**src/sv/uart_rf_pkg.sv**
```systemverilog
// Shared types and constants for the 16550-style UART register file.
// Used by uart_rf_ctrl and uart_16550_register_file; no dependencies.
package uart_rf_pkg;

   localparam logic [1:0] FUNC_READ  = 2'd0;
   localparam logic [1:0] FUNC_WRITE = 2'd1;
   localparam logic [1:0] FUNC_LINE  = 2'd2;

   localparam logic [2:0] OFF_DATA    = 3'd0;
   localparam logic [2:0] OFF_IER     = 3'd1;
   localparam logic [2:0] OFF_IIR_FCR = 3'd2;
   localparam logic [2:0] OFF_LCR     = 3'd3;
   localparam logic [2:0] OFF_MCR     = 3'd4;
   localparam logic [2:0] OFF_LSR     = 3'd5;
   localparam logic [2:0] OFF_MSR     = 3'd6;
   localparam logic [2:0] OFF_SCR     = 3'd7;

   localparam int DLAB_BIT     = 7;
   localparam int LOOP_BIT     = 4;
   localparam int FCR_EN_BIT   = 0;
   localparam int FCR_RXCLR_BIT = 1;

   localparam logic [7:0] LSR_TX_EMPTY = 8'h60;
   localparam logic [7:0] IIR_VALUE    = 8'h01;
   localparam logic [7:0] MSR_VALUE    = 8'h00;

   typedef struct packed {
      logic [7:0]  read_data;
      logic        tx_valid;
      logic [7:0]  tx_byte;
      logic [15:0] baud_divisor;
      logic        dtr_out;
      logic        rts_out;
   } result_type;

endpackage

```
**src/sv/uart_rf_rx_ram.sv**
```systemverilog
// Receive byte store: one write port, one registered read port.
// Standalone; instantiated by uart_16550_register_file.
module uart_rf_rx_ram #(
   parameter int DEPTH = 16
) (
   input  logic                                clock,
   input  logic                                wr_en,
   input  logic [(DEPTH > 1 ? $clog2(DEPTH) : 1)-1:0] wr_addr,
   input  logic [7:0]                          wr_data,
   input  logic                                rd_en,
   input  logic [(DEPTH > 1 ? $clog2(DEPTH) : 1)-1:0] rd_addr,
   output logic [7:0]                          rd_data
);

   logic [7:0] mem [DEPTH];
   logic [7:0] rd_data_ff;

   always_ff @(posedge clock) begin
      if (wr_en) begin
         mem[wr_addr] <= wr_data;
      end
      if (rd_en) begin
         rd_data_ff <= mem[rd_addr];
      end
   end

   assign rd_data = rd_data_ff;

endmodule

```
**src/sv/uart_rf_ctrl.sv**
```systemverilog
// Register decode, control registers and receive store pointers.
// Depends on uart_rf_pkg; drives the ports of uart_rf_rx_ram.
module uart_rf_ctrl
   import uart_rf_pkg::*;
#(
   parameter int RX_DEPTH = 16
) (
   input  logic                                      clock,
   input  logic                                      reset,
   input  logic                                      accept,
   input  logic [1:0]                                func,
   input  logic [2:0]                                reg_offset,
   input  logic [7:0]                                data_in,
   output result_type                                result,
   output logic                                      pop,
   output logic                                      wr_en,
   output logic [(RX_DEPTH > 1 ? $clog2(RX_DEPTH) : 1)-1:0] wr_addr,
   output logic [7:0]                                wr_data,
   output logic [(RX_DEPTH > 1 ? $clog2(RX_DEPTH) : 1)-1:0] rd_addr,
   output logic                                      fifo_on,
   output logic [$clog2(RX_DEPTH + 1)-1:0]           rx_count
);

   localparam int AW = (RX_DEPTH > 1) ? $clog2(RX_DEPTH) : 1;
   localparam int CW = $clog2(RX_DEPTH + 1);

   logic [7:0]    lcr_ff, lcr_in;
   logic [3:0]    ier_ff, ier_in;
   logic [4:0]    mcr_ff, mcr_in;
   logic [7:0]    scr_ff, scr_in;
   logic [15:0]   div_ff, div_in;
   logic          fifo_on_ff, fifo_on_in;
   logic [AW-1:0] head_ff, head_in;
   logic [CW-1:0] count_ff, count_in;
   logic          ovr_ff, ovr_in;

   logic          dlab;
   logic          loop;
   logic          push;
   logic          full;
   logic [CW:0]   tail_sum;
   logic [AW-1:0] tail;
   logic [AW-1:0] head_next;

   always_comb begin
      tail_sum = (CW+1)'(head_ff) + (CW+1)'(count_ff);
      if (tail_sum >= (CW+1)'(RX_DEPTH)) begin
         tail_sum = tail_sum - (CW+1)'(RX_DEPTH);
      end
      tail      = AW'(tail_sum);
      head_next = (head_ff == AW'(RX_DEPTH - 1)) ? '0 : head_ff + AW'(1);
      full      = fifo_on_ff ? (count_ff == CW'(RX_DEPTH)) : (count_ff != '0);
      dlab      = lcr_ff[DLAB_BIT];
      loop      = mcr_ff[LOOP_BIT];
   end

   always_comb begin
      lcr_in     = lcr_ff;
      ier_in     = ier_ff;
      mcr_in     = mcr_ff;
      scr_in     = scr_ff;
      div_in     = div_ff;
      fifo_on_in = fifo_on_ff;
      head_in    = head_ff;
      count_in   = count_ff;
      ovr_in     = ovr_ff;
      push       = 1'b0;
      pop        = 1'b0;
      wr_en      = 1'b0;
      wr_addr    = tail;
      result     = '0;
      if (accept) begin
         unique case (func)
            FUNC_READ: begin
               unique case (reg_offset)
                  OFF_DATA: begin
                     if (dlab) begin
                        result.read_data = div_ff[7:0];
                     end else if (count_ff != '0) begin
                        pop      = 1'b1;
                        head_in  = head_next;
                        count_in = count_ff - CW'(1);
                     end
                  end
                  OFF_IER: begin
                     result.read_data = dlab ? div_ff[15:8] : {4'b0, ier_ff};
                  end
                  OFF_IIR_FCR: result.read_data = IIR_VALUE;
                  OFF_LCR:     result.read_data = lcr_ff;
                  OFF_MCR:     result.read_data = {3'b0, mcr_ff};
                  OFF_LSR: begin
                     result.read_data = LSR_TX_EMPTY | {6'b0, ovr_ff, count_ff != '0};
                     ovr_in           = 1'b0;
                  end
                  OFF_MSR:     result.read_data = MSR_VALUE;
                  OFF_SCR:     result.read_data = scr_ff;
               endcase
            end
            FUNC_WRITE: begin
               unique case (reg_offset)
                  OFF_DATA: begin
                     if (dlab) begin
                        div_in[7:0] = data_in;
                     end else if (loop) begin
                        push = 1'b1;
                     end else begin
                        result.tx_valid = 1'b1;
                        result.tx_byte  = data_in;
                     end
                  end
                  OFF_IER: begin
                     if (dlab) begin
                        div_in[15:8] = data_in;
                     end else begin
                        ier_in = data_in[3:0];
                     end
                  end
                  OFF_IIR_FCR: begin
                     if ((data_in[FCR_EN_BIT] != fifo_on_ff) || data_in[FCR_RXCLR_BIT]) begin
                        head_in  = '0;
                        count_in = '0;
                     end
                     fifo_on_in = data_in[FCR_EN_BIT];
                  end
                  OFF_LCR: lcr_in = data_in;
                  OFF_MCR: mcr_in = data_in[4:0];
                  OFF_SCR: scr_in = data_in;
                  OFF_LSR, OFF_MSR: ;
               endcase
            end
            FUNC_LINE: push = !loop;
            default: ;
         endcase
      end
      if (push) begin
         if (full) begin
            ovr_in = 1'b1;
            if (!fifo_on_ff && (count_ff != '0)) begin
               wr_en   = 1'b1;
               wr_addr = head_ff;
            end
         end else begin
            wr_en    = 1'b1;
            count_in = count_ff + CW'(1);
         end
      end
      result.baud_divisor = div_in;
      result.dtr_out      = mcr_in[0];
      result.rts_out      = mcr_in[1];
   end

   always_ff @(posedge clock) begin
      if (reset) begin
         lcr_ff     <= '0;
         ier_ff     <= '0;
         mcr_ff     <= '0;
         scr_ff     <= '0;
         div_ff     <= '0;
         fifo_on_ff <= 1'b0;
         head_ff    <= '0;
         count_ff   <= '0;
         ovr_ff     <= 1'b0;
      end else begin
         lcr_ff     <= lcr_in;
         ier_ff     <= ier_in;
         mcr_ff     <= mcr_in;
         scr_ff     <= scr_in;
         div_ff     <= div_in;
         fifo_on_ff <= fifo_on_in;
         head_ff    <= head_in;
         count_ff   <= count_in;
         ovr_ff     <= ovr_in;
      end
   end

   assign wr_data  = data_in;
   assign rd_addr  = head_ff;
   assign fifo_on  = fifo_on_ff;
   assign rx_count = count_ff;

endmodule

```
**src/sv/uart_16550_register_file.sv**
```systemverilog
// Top level of the 16550-style UART register file.
// Depends on uart_rf_pkg, uart_rf_ctrl and uart_rf_rx_ram.
//
// Takes one beat per cycle while req_stall is low (bus read, bus write or
// received line byte) and returns one result beat for each. The accepting edge
// performs the register update and the synchronous read of the receive store;
// the output register loads from the read stage once it is free and drives rsp_valid.
// Received bytes live in an RX_DEPTH-entry memory with one write and one
// registered read port; a receive-buffer read returns the byte read from that
// port. Entries start undefined, so no clearing pass is needed after reset.
// A stalled result still lets one more beat in before req_stall rises.
module uart_16550_register_file
   import uart_rf_pkg::*;
#(
   parameter int RX_DEPTH = 16
) (
   input  logic        clock,
   input  logic        reset,
   input  logic        req_valid,
   output logic        req_stall,
   input  logic [1:0]  req_func,
   input  logic [2:0]  req_reg_offset,
   input  logic [7:0]  req_data_in,
   output logic        rsp_valid,
   input  logic        rsp_stall,
   output logic [7:0]  rsp_read_data,
   output logic        rsp_tx_valid,
   output logic [7:0]  rsp_tx_byte,
   output logic [15:0] rsp_baud_divisor,
   output logic        rsp_dtr_out,
   output logic        rsp_rts_out
);

   localparam int AW = (RX_DEPTH > 1) ? $clog2(RX_DEPTH) : 1;
   localparam int CW = $clog2(RX_DEPTH + 1);

   logic          accept;
   logic          out_free;
   logic          s1_advance;
   result_type    ctrl_result;
   logic          ctrl_pop;
   logic          wr_en;
   logic [AW-1:0] wr_addr;
   logic [7:0]    wr_data;
   logic [AW-1:0] rd_addr;
   logic [7:0]    rx_rd_data;
   logic          fifo_on;
   logic [CW-1:0] rx_count;

   logic          s1_valid_ff, s1_valid_in;
   result_type    s1_result_ff;
   logic          s1_pop_ff;
   logic          out_valid_ff, out_valid_in;
   result_type    out_result_ff;
   result_type    s1_merged;

   assign out_free   = !out_valid_ff || !rsp_stall;
   assign s1_advance = s1_valid_ff && out_free;
   assign req_stall  = s1_valid_ff && !out_free;
   assign accept     = req_valid && !req_stall;

   uart_rf_ctrl #(
      .RX_DEPTH (RX_DEPTH)
   ) u_ctrl (
      .clock      (clock),
      .reset      (reset),
      .accept     (accept),
      .func       (req_func),
      .reg_offset (req_reg_offset),
      .data_in    (req_data_in),
      .result     (ctrl_result),
      .pop        (ctrl_pop),
      .wr_en      (wr_en),
      .wr_addr    (wr_addr),
      .wr_data    (wr_data),
      .rd_addr    (rd_addr),
      .fifo_on    (fifo_on),
      .rx_count   (rx_count)
   );

   uart_rf_rx_ram #(
      .DEPTH (RX_DEPTH)
   ) u_rx_ram (
      .clock   (clock),
      .wr_en   (wr_en),
      .wr_addr (wr_addr),
      .wr_data (wr_data),
      .rd_en   (accept),
      .rd_addr (rd_addr),
      .rd_data (rx_rd_data)
   );

   always_comb begin
      s1_valid_in  = accept || (s1_valid_ff && !s1_advance);
      out_valid_in = s1_advance || (out_valid_ff && rsp_stall);
      s1_merged    = s1_result_ff;
      if (s1_pop_ff) begin
         s1_merged.read_data = rx_rd_data;
      end
   end

   always_ff @(posedge clock) begin
      if (reset) begin
         s1_valid_ff  <= 1'b0;
         out_valid_ff <= 1'b0;
      end else begin
         s1_valid_ff  <= s1_valid_in;
         out_valid_ff <= out_valid_in;
      end
   end

   always_ff @(posedge clock) begin
      if (accept) begin
         s1_result_ff <= ctrl_result;
         s1_pop_ff    <= ctrl_pop;
      end
      if (s1_advance) begin
         out_result_ff <= s1_merged;
      end
   end

   assign rsp_valid        = out_valid_ff;
   assign rsp_read_data    = out_result_ff.read_data;
   assign rsp_tx_valid     = out_result_ff.tx_valid;
   assign rsp_tx_byte      = out_result_ff.tx_byte;
   assign rsp_baud_divisor = out_result_ff.baud_divisor;
   assign rsp_dtr_out      = out_result_ff.dtr_out;
   assign rsp_rts_out      = out_result_ff.rts_out;

   a_count_bound: assert property (@(posedge clock) disable iff (reset)
      rx_count <= CW'(RX_DEPTH))
      else $error("receive count exceeds store depth");

   a_single_hold: assert property (@(posedge clock) disable iff (reset)
      !fifo_on |-> rx_count <= CW'(1))
      else $error("receive count above one with fifo disabled");

   a_s1_kept: assert property (@(posedge clock) disable iff (reset)
      s1_valid_ff && !s1_advance |=> s1_valid_ff)
      else $error("pending beat dropped from read stage");

   a_tx_quiet: assert property (@(posedge clock) disable iff (reset)
      rsp_valid && !rsp_tx_valid |-> rsp_tx_byte == 8'd0)
      else $error("transmit byte nonzero without transmit valid");

endmodule

```
**config.mk**
```make
export PLATFORM = sky130hd
export DESIGN_NAME = uart_16550_register_file
export DESIGN_NICKNAME = d
export VERILOG_FILES = /design/src/sv/uart_rf_pkg.sv /design/src/sv/uart_rf_rx_ram.sv /design/src/sv/uart_rf_ctrl.sv /design/src/sv/uart_16550_register_file.sv
export SDC_FILE = /design/constraint.sdc
export NUM_CORES = 1
export LEC_CHECK = 0
export BUFFER_PORTS_ARGS = -buffer_cell sky130_fd_sc_hd__buf_2
export CORE_UTILIZATION = 45
export DETAILED_ROUTE_END_ITERATION = 16
export GPL_ROUTABILITY_DRIVEN = 0
export PLACE_DENSITY_LB_ADDON = 0.15
export SLEW_MARGIN = 20
export SYNTH_ARGS = -nofsm -noshare
export SYNTH_HDL_FRONTEND = slang
export SYNTH_SLANG_ARGS = --single-unit
export TNS_END_PERCENT = 50
```
**constraint.sdc**
```tcl
create_clock -name clock -period 3.4 [get_ports clock]
set_input_delay 0.17 -clock clock [delete_from_list [all_inputs] [get_ports clock]]
set_output_delay 0.17 -clock clock [all_outputs]
set_load 0.01 [all_outputs]
```
# Yosys cells after proc, flatten, opt, wreduce, memory -nomap -nowiden
# Memories as Yosys holds them, arrays and structs flattened. A register that Yosys moved wholly into a read port is not among the register bits.
# Index checks and enable logic that the tools add are counted.
dict set report classes {
  add_sub_neg 5
  n_lt_le_gt_ge 1
  n_eq_ne 17
  mux 51
  n_bitwise 4
  n_reduce_logical 30
}
# cell n
set op_table {}
lappend op_table {{one-hot mux 8 bit (8 select lines)} 1}
lappend op_table {{2-to-1 mux 8 bit} 7}
lappend op_table {{2-to-1 mux 4 bit} 10}
lappend op_table {{2-to-1 mux 5 bit} 8}
lappend op_table {{2-to-1 mux 16 bit} 2}
lappend op_table {{2-to-1 mux 1 bit} 16}
lappend op_table {{equality test 3 bit, second input constant} 4}
lappend op_table {{AND reduction 3 bit} 4}
lappend op_table {{one-hot mux 5 bit (2 select lines)} 1}
lappend op_table {{2-to-1 mux 9 bit} 1}
lappend op_table {{inequality test 2 x 1 -> 1 bit, second input constant} 4}
lappend op_table {{one-hot mux 4 bit (2 select lines)} 1}
lappend op_table {{zero test 1 bit} 7}
lappend op_table {{AND reduction 7 bit} 1}
lappend op_table {{adder 4 x 5 -> 6 bit} 1}
lappend op_table {{equality test 3 x 2 -> 1 bit, second input constant} 2}
lappend op_table {{>= comparator 6 x 5 -> 1 bit, second input constant} 1}
lappend op_table {{logical AND 1 bit} 6}
lappend op_table {{2-to-1 mux 2 bit} 3}
lappend op_table {{OR reduction 3 bit} 2}
lappend op_table {{adder 5 x 1 -> 5 bit, second input constant} 1}
lappend op_table {{equality test 5 bit, second input constant} 1}
lappend op_table {{nonzero test 5 bit} 1}
lappend op_table {{subtractor 5 x 1 -> 5 bit, second input constant} 1}
lappend op_table {{other kinds (16)} 22}
dict set report word_totals {
  regBits 125
  ram_bits 128
  input_bits 17
  output_inout_bits 37
  word_cells 134
  n_memories 1
}
# name depth width rd rd_clocked_by_memory_dff wr line_no
set memory_table {}
lappend memory_table {u_rx_ram.mem 16 8 1 1 1 uart_rf_rx_ram.sv:15} ;# logic [7:0] mem [DEPTH];

# Longest topological paths before layout
# Gate-level depths: netlist of the first run.
dict set report logic_depth {
  depth_word 10
  depth_mapped 10
  depth_no_buf 7
}

# Cells and area by module
# Synthesis of the first run repeated with hierarchy kept, for this count alone.
dict set report unflattened {
  hier_cells 682
  area_unflattened_um2 10662.7
}
# mod instances cells_each area_each_um2 seq_area_each_um2
set by_module_without_submodules {}
lappend by_module_without_submodules {uart_rf_rx_ram 1 229 5227.5 4083.9}
lappend by_module_without_submodules {uart_rf_ctrl 1 363 3094.2 1041.0}
lappend by_module_without_submodules {uart_16550_register_file 1 90 2341.0 2172.1}

# Worst setup path before layout of the first run
# No wires, ideal clock.
dict set report synth_path {
  kind {reg-to-reg}
  startpoint {register out_valid_ff, in the netlist rsp_valid}
  endpoint {register out_result_ff (netlist bit rsp_baud_divisor[0]) (enable)}
  setup_ns 0.481
  arrival_ns 2.953
  t_required_ns 2.919
  path_slack_ns -0.034
  path_stages_with_launch 2
  path_buffers 0
  synth_period_minus_slack_ns 3.434
  path_cell_list {dfxtp_1 -> a21boi_0}
}
dict set report synth_between {
  elab_chain_cells 3
}
# element line_no
set synth_rtl {}
lappend synth_rtl {{start, declared} uart_16550_register_file.sv:53} ;# logic out_valid_ff, out_valid_in;
lappend synth_rtl {{start signal, assigned} uart_16550_register_file.sv:108} ;# out_valid_ff <= out_valid_in;
lappend synth_rtl {{zero test 1 bit} uart_16550_register_file.sv:57} ;# assign out_free = !out_valid_ff || !rsp_stall;
lappend synth_rtl {{logical OR 1 bit} uart_16550_register_file.sv:57}
lappend synth_rtl {{logical AND 1 bit} uart_16550_register_file.sv:58} ;# assign s1_advance = s1_valid_ff && out_free;
lappend synth_rtl {{net s1_advance} uart_16550_register_file.sv:39} ;# logic s1_advance;
lappend synth_rtl {{end signal, assigned} uart_16550_register_file.sv:118} ;# out_result_ff <= s1_merged;
lappend synth_rtl {{end, declared} uart_16550_register_file.sv:54} ;# result_type out_result_ff;
# The timed path passes the listed nets, and every way through them passes these cells.
# A chain may end at the register's enable or synchronous reset.

# Worst setup path in the final report of the first run
dict set report layout_path {
  startpoint {register u_ctrl.count_ff[0], in the netlist u_ctrl.rx_count[0]}
  endpoint {memory u_rx_ram.mem[3][3] (enable)}
}
dict set report layout_between {
  elab_chain_cells 7
  elab_cells_between_ends 16
  cone_classes {add/sub: 2; order compare: 1; eq/ne: 1; mux: 10; reduce/logical: 2}
}
# element line_no
set layout_rtl {}
lappend layout_rtl {{start, declared} uart_rf_ctrl.sv:34} ;# logic [CW-1:0] count_ff, count_in;
lappend layout_rtl {{start signal, assigned} uart_rf_ctrl.sv:171} ;# count_ff <= count_in;
lappend layout_rtl {{branches (longest 7 deep; another with adder 4 x 5 -> 6 bit)} n/a}
lappend layout_rtl {{end, declared} uart_rf_rx_ram.sv:15}
# Parallel ways; which one is timed is not known.

==> results of run 1 <==
==> metal layers <==
layer | global-route usage | routed length (um) | vias to the layer above
met1 | 0.282 | 10300 | 3030
met2 | 0.319 | 11100 | 204
li1 | - | - | 2746
met5 | 0 | 0 | -
met4 | 0.0467 | 338 | 0
met3 | 0.0320 | 1410 | 18
==> path summary, 6_finish.rpt <==
path / end / slack, ns / depth (start not counted)
setup / recovery: u_rx_ram.mem[3][3] / 0.48 / 11
hold / removal: u_rx_ram.mem[15][5] / 0.14 / 1
setup reg to reg: u_rx_ram.mem[3][3] / 0.48 / 11
hold reg to reg: rsp_tx_byte[7] / 0.42 / 0
==> cell families (layout without fill, tap and decap cells) <==
kind of cell,Yosys count,count (layout)
muxes,95,95
adders and majority gates,11,11
xor gates and xnor gates,5,5
AOI/OAI and AO/OA,72,72
and+or+nand+nor,170,170
buffers and inverters,45,153
DFF,261,261
==> area by class of cell <==
class | instances | area share
inverters | 10 | 0.00305
well taps | 313 | 0.0318
clock inverters | 13 | 0.0121
repair buffers | 91 | 0.0467
flip-flops and latches | 261 | 0.592
multi-input cells | 353 | 0.253
clock buffers | 39 | 0.0610
==> layout by cell type, fill, tap and decap left out, types with 5 or more instances in the layout <==
| cell type | instances |
|---|---|
| edfxtp_1 | 207 |
| buf_2 | 53 |
| dfxtp_1 | 53 |
| mux4_2 | 40 |
| nor2_1 | 40 |
| buf_4 | 35 |
| mux2_2 | 31 |
| clkbuf_16 | 28 |
| nor2b_1 | 25 |
| mux2i_1 | 24 |
| nor3_1 | 21 |
| nand2_1 | 19 |
| a21oi_1 | 18 |
| o21ai_0 | 15 |
| nand3_1 | 13 |
| inv_1 | 10 |
| ha_1 | 10 |
| clkbuf_1 | 10 |
| and2_1 | 9 |
| or3_1 | 6 |
| nand2b_1 | 6 |
| a31oi_1 | 5 |
| a22oi_1 | 5 |
| clkinv_1 | 5 |
==> state kept, by name (all words and copies together) (netlist names) <==
signal / cells
rsp_baud_divisor: 16
rsp_dtr_out: 1
rsp_read_data: 8
rsp_rts_out: 1
rsp_tx_byte: 8
rsp_tx_valid: 1
rsp_valid: 1
s1_merged: 27
s1_pop_ff: 1
s1_result_ff: 8
s1_valid_ff: 1
u_ctrl.div_ff: 16
u_ctrl.fifo_on: 1
u_ctrl.ier_ff: 4
u_ctrl.lcr_ff: 8
u_ctrl.mcr_ff: 5
u_ctrl.ovr_ff: 1
u_ctrl.rd_addr: 4
u_ctrl.rx_count: 5
u_ctrl.scr_ff: 8
u_rx_ram.mem: 128
u_rx_ram.rd_data: 8
==> what timing repair did <==
action	4_1_cts	5_1_grt
hold buffers	2	0
endpoints found under the hold margin	2	0
buffers inserted	0	0
==> report_power, final <==
part           leakage (uW)  total [uW]  switching (uW)  internal [uW]
combinational       0.00158         315             204            110
clock              0.000437        2940            1170           1770
sequential          0.00237        3520            17.4           3500
==> through the flow <==
stage / worst slack, ns / cell area, um2 / hold WS [ns] / total power [uW]
floorplan: 0.480 / 10600 / 0.269 / 3750
global route: 0.228 / 12300 / 0.128 / 6980
finish: 0.477 / 12300 / 0.144 / 6770
global placement: 0.340 / 11400 / 0.406 / 3880
detailed placement: 0.216 / 11400 / 0.405 / 3890
CTS: 0.207 / 12300 / 0.116 / 6810
==> impl_metrics.ini, run 1 <==
[logic_synthesis]
synth_warnings = 0
synthCells = 659
synth.area.top_cells = edfxtp_1 (59%), dfxtp_1 (10%), mux4_2 (8.5%)
synth_common_cells = edfxtp_1 (207), dfxtp_1 (54), mux4_2 (40), nor2_1 (40), mux2_2 (31)
synth_fp_nets = 687
synth_top_family_by_area = multiplexers
synth_compound_area_frac = 0.0452
ys_types = 59
syn_area_per_cell_um2 = 16.1
synth_mux_area_frac = 0.141
seq_area_frac_synth = 0.690
synth.top_cell.area_share = 0.588
synth-main-ff-cell = edfxtp_1
yosysMostFrequentCell = edfxtp_1
synth-xor-area-share = 0.00414
yosys.area_share.adder = 0.0137
synthArstFlopShare = 0
yosys.area_share.simple = 0.0892
yosysTopAreaCell = edfxtp_1
syn_area_um2 = 10600
synth_edf_count = 207
synth-seq-cells = 261

[power]
powerDensity_nw_per_um2 = 549
ir_drop_mv = 0.403
p_leak_uw = 0.00439

[worst_setup_path]
critical_path.startpoint = u_ctrl.rx_count[0]
crit_family = buffers and inverters
crit_arrival_ns = 3.15
timing.critical_path.from_type = flip-flop
cp_num_buf_inv = 5
worstPathRequired_ns = 3.63
path_max_fanout = 8
critPathMaxStageDelay_ns = 0.42
critPathMostFrequentCell = buf_4
critPathSlowestCell = nor4b_4
worst_setup_path_end_kind = flip-flop
cp_cell_sequence = inv_1, ha_1, nor4b_4, nor4_1, buf_4, a211oi_1, buf_4, xor2_1, buf_4, nor3_1, buf_4
crit_type = reg2reg
worstReg2RegStart = u_ctrl.rx_count[0]

[clocking]
cts.sinks = 261
cts_tree = built
clock_path_buffers = 3
cts_buffers = 28
htreeDepth = 1
cts_resized = 0
clk_latency_ns = 0.53
clk_pin_slew_ns = 0.06
cts_root_buf = clkbuf_16

[timing]
drv_slew = 0
fin_crit_ns = 2.92
max_freq_ghz = 0.342
setup_viol = 0
hold_viol_final = 0
tns_ns = 0
skew_ns = 0.0138
worstMarginPinSlew_ns = 1.06
rsz0062_at_grt = false
slew_headroom = 0.295
post-route-period-util = 0.860

[detailed_routing]
drc_errors = 0
drtIter0Drc = 465
drt-total-wl_um = 23200
drtPass1Iterations = 5
final_antenna_net_count = 0
wl_per_cell_um = 21.5
vias_per_cell = 5.55
num_vias = 5998

[global_routing]
grt_pass1_wl_um = 35600
grt_use_total = 0.198
grt_pass1_vias = 5947
grt-ovfl-total = 0
grt_antenna_before_repair = 1
grt_max_degree = 55

[run]
cap_violations = 0

[min_path]
hold_class = in2reg
hp-start = req_data_in[5]

[final_layout]
seqCellArea_um2 = 7300
final_cells = 1080
utilization = 0.540
num-fill-cells = 1894
syn2layout_area_growth_pct = 16.5
multiInputGateArea_um2 = 3120
n_antenna_cell = 0
final_nets = 773
drive_above_1_share = 0.274

[die]
die_x_um = 155
fp.dieArea_um2 = 24100
core_area_um2 = 22800
io_pins = 54
initial_core_util = 0.463
rows = 55
die_h_um = 155

[place]
hpwl_um = 14900
placed_cells = 1025
port_buffers = 53

[status]
status = complete, no violations
Note: power is estimated with default switching activity, not from simulation.
==> run 2: changes to the inputs <==
Settings changed: MAX_ROUTING_LAYER set to met4.
==> run 2 against run 1 <==
Largest cell class unchanged. Global-route usage is 0.61 points higher. Critical path depth stayed put. Count of clock-buffer cells in the layout stayed put. Final cell count stayed put. Worst hold slack worse by 0.0044 ns. Via count is 0.38% lower. Sequential share of layout area stayed put. Register-to-register slack hardly changed. Critical path type unchanged. Total power hardly changed. Flip-flop and latch count stayed put. Clock power hardly changed.
==> impl_metrics.ini, run 2 (synthesized netlist as in run 1, its figures left out) <==
[die]
die_h_um = 155
io_pins = 54
rows = 55
fp.dieArea_um2 = 24100
die_x_um = 155
core_area_um2 = 22800
initial_core_util = 0.463

[clocking]
clk_pin_slew_ns = 0.06
clk_latency_ns = 0.53
hold_buffers = 2
htreeDepth = 1
cts_buffers = 28
cts_setup_buffers = 0
cts_tree = built
cts_resized = 0
cts.sinks = 261
cts_root_buf = clkbuf_16
clock_path_buffers = 3

[status]
status = complete, no violations

[final_layout]
mostFrequentLayoutCells = edfxtp_1 (207), buf_2 (53), dfxtp_1 (53), mux4_2 (40), nor2_1 (40)
utilization = 0.540
final_cells = 1080
n_antenna_cell = 0
final_nets = 773
top_register = u_rx_ram.mem
seqCellArea_um2 = 7300
drive_above_1_share = 0.274
multiInputGateArea_um2 = 3120
final_common_cell = edfxtp_1
syn2layout_area_growth_pct = 16.5
largest_reg_flops = 128
stdcell_area_um2 = 12300
num-fill-cells = 1894

[power]
ir_drop_mv = 0.402
p_clk_frac = 0.434
power.total_uw = 6770
power.internal_uw = 5380
p_leak_uw = 0.00439
power_frac_comb = 0.046
pwr-share-seq = 0.520
switching_share = 0.205
powerDensity_nw_per_um2 = 549
switchingPower_uw = 1390

[timing]
slew_headroom = 0.294
rsz0062_at_grt = false
worstMarginPinSlew_ns = 1.06
drv_slew = 0
fin_crit_ns = 2.93
post-route-period-util = 0.861
hold_viol_final = 0
setup_viol = 0
max_freq_ghz = 0.342
tns_ns = 0
skew_ns = 0.0138

[global_routing]
grt_pass1_vias = 5936
grt-ovfl-total = 0
grt_pass1_wl_um = 35600
grt_use_total = 0.204
grt_antenna_before_repair = 1
grt_max_degree = 55

[detailed_routing]
drt-total-wl_um = 23100
final_antenna_net_count = 0
drtPass1Iterations = 5
vias_per_cell = 5.53
drc_errors = 0
drtIter0Drc = 457
wl_per_cell_um = 21.4
num_vias = 5975

[worst_setup_path]
cp_num_buf_inv = 5
cp_cell_sequence = inv_1, ha_1, nor4b_4, nor4_1, buf_4, a211oi_1, buf_4, xor2_1, buf_4, nor3_1, buf_4
worst_setup_path_end_kind = flip-flop
critPathMostFrequentCell = buf_4
crit_type = reg2reg
critPathSlowestCell = nor4b_4
crit_family = buffers and inverters
path_max_fanout = 8
crit_arrival_ns = 3.15
critPathMaxStageDelay_ns = 0.42
r2r_slack_ns = 0.47
worstPathRequired_ns = 3.63
timing.critical_path.from_type = flip-flop

[place]
hpwl_um = 14900
place_area_um2 = 11400
port_buffers = 53
placed_cells = 1025

[run]
cap_violations = 0

[min_path]
hold_class = in2reg
-- run 2: cell counts in the layout (fill, tap and decap cells not counted) --
No cell type changed its count.
-- run 2: power groups by stage --
stage	sequential [uW]	clock [uW]	combinational, uW
2_1_floorplan	3590	0	164
3_3_place_gp	3580	0	302
3_5_place_dp	3580	0	309
4_1_cts	3520	2990	312
5_1_grt	3520	3120	341
6_report	3520	2940	314
-- run 2: per-layer routing --
layer,global-route usage,vias to the layer above,part of all wire
li1,-,2744,-
met4,0.0467,0,0.013
met5,-,-,0
met3,0.0320,17,0.060
met2,0.318,201,0.48
met1,0.283,3013,0.44
-- run 2: path summary, 6_finish.rpt --
path                      start                   to  cells past startpoint
max          u_ctrl.rx_count[0]   u_rx_ram.mem[3][3]                     11
min reg2reg       s1_merged[25]       rsp_tx_byte[7]                      0
max reg2reg  u_ctrl.rx_count[0]   u_rx_ram.mem[3][3]                     11
min              req_data_in[5]  u_rx_ram.mem[15][5]                      1
-- run 2: layout make-up --
| class | count | area share |
|---|---|---|
| sequential | 261 | 0.592 |
| multi-input combinational | 353 | 0.253 |
| clock buffer | 39 | 0.0610 |
| timing repair buffer | 91 | 0.0467 |
| tap | 313 | 0.0318 |
| clock inverter | 13 | 0.0121 |
| inverter | 10 | 0.00305 |
-- run 2: stage by stage --
| stage | setup WS (ns) | hold WS (ns) |
|---|---|---|
| floorplan | 0.480 | 0.269 |
| global placement | 0.340 | 0.406 |
| detailed placement | 0.216 | 0.405 |
| CTS | 0.207 | 0.116 |
| global route | 0.227 | 0.128 |
| finish | 0.472 | 0.140 |
-- run 2: worst register-to-register path, cell delays in order, from the launching register on --
cell and delay, ns:
dfxtp_1 0.35, inv_1 0.13, ha_1 0.23, nor4b_4 0.42, nor4_1 0.09, buf_4 0.16, a211oi_1 0.24, buf_4 0.16
xor2_1 0.14, buf_4 0.23, nor3_1 0.22, buf_4 0.24
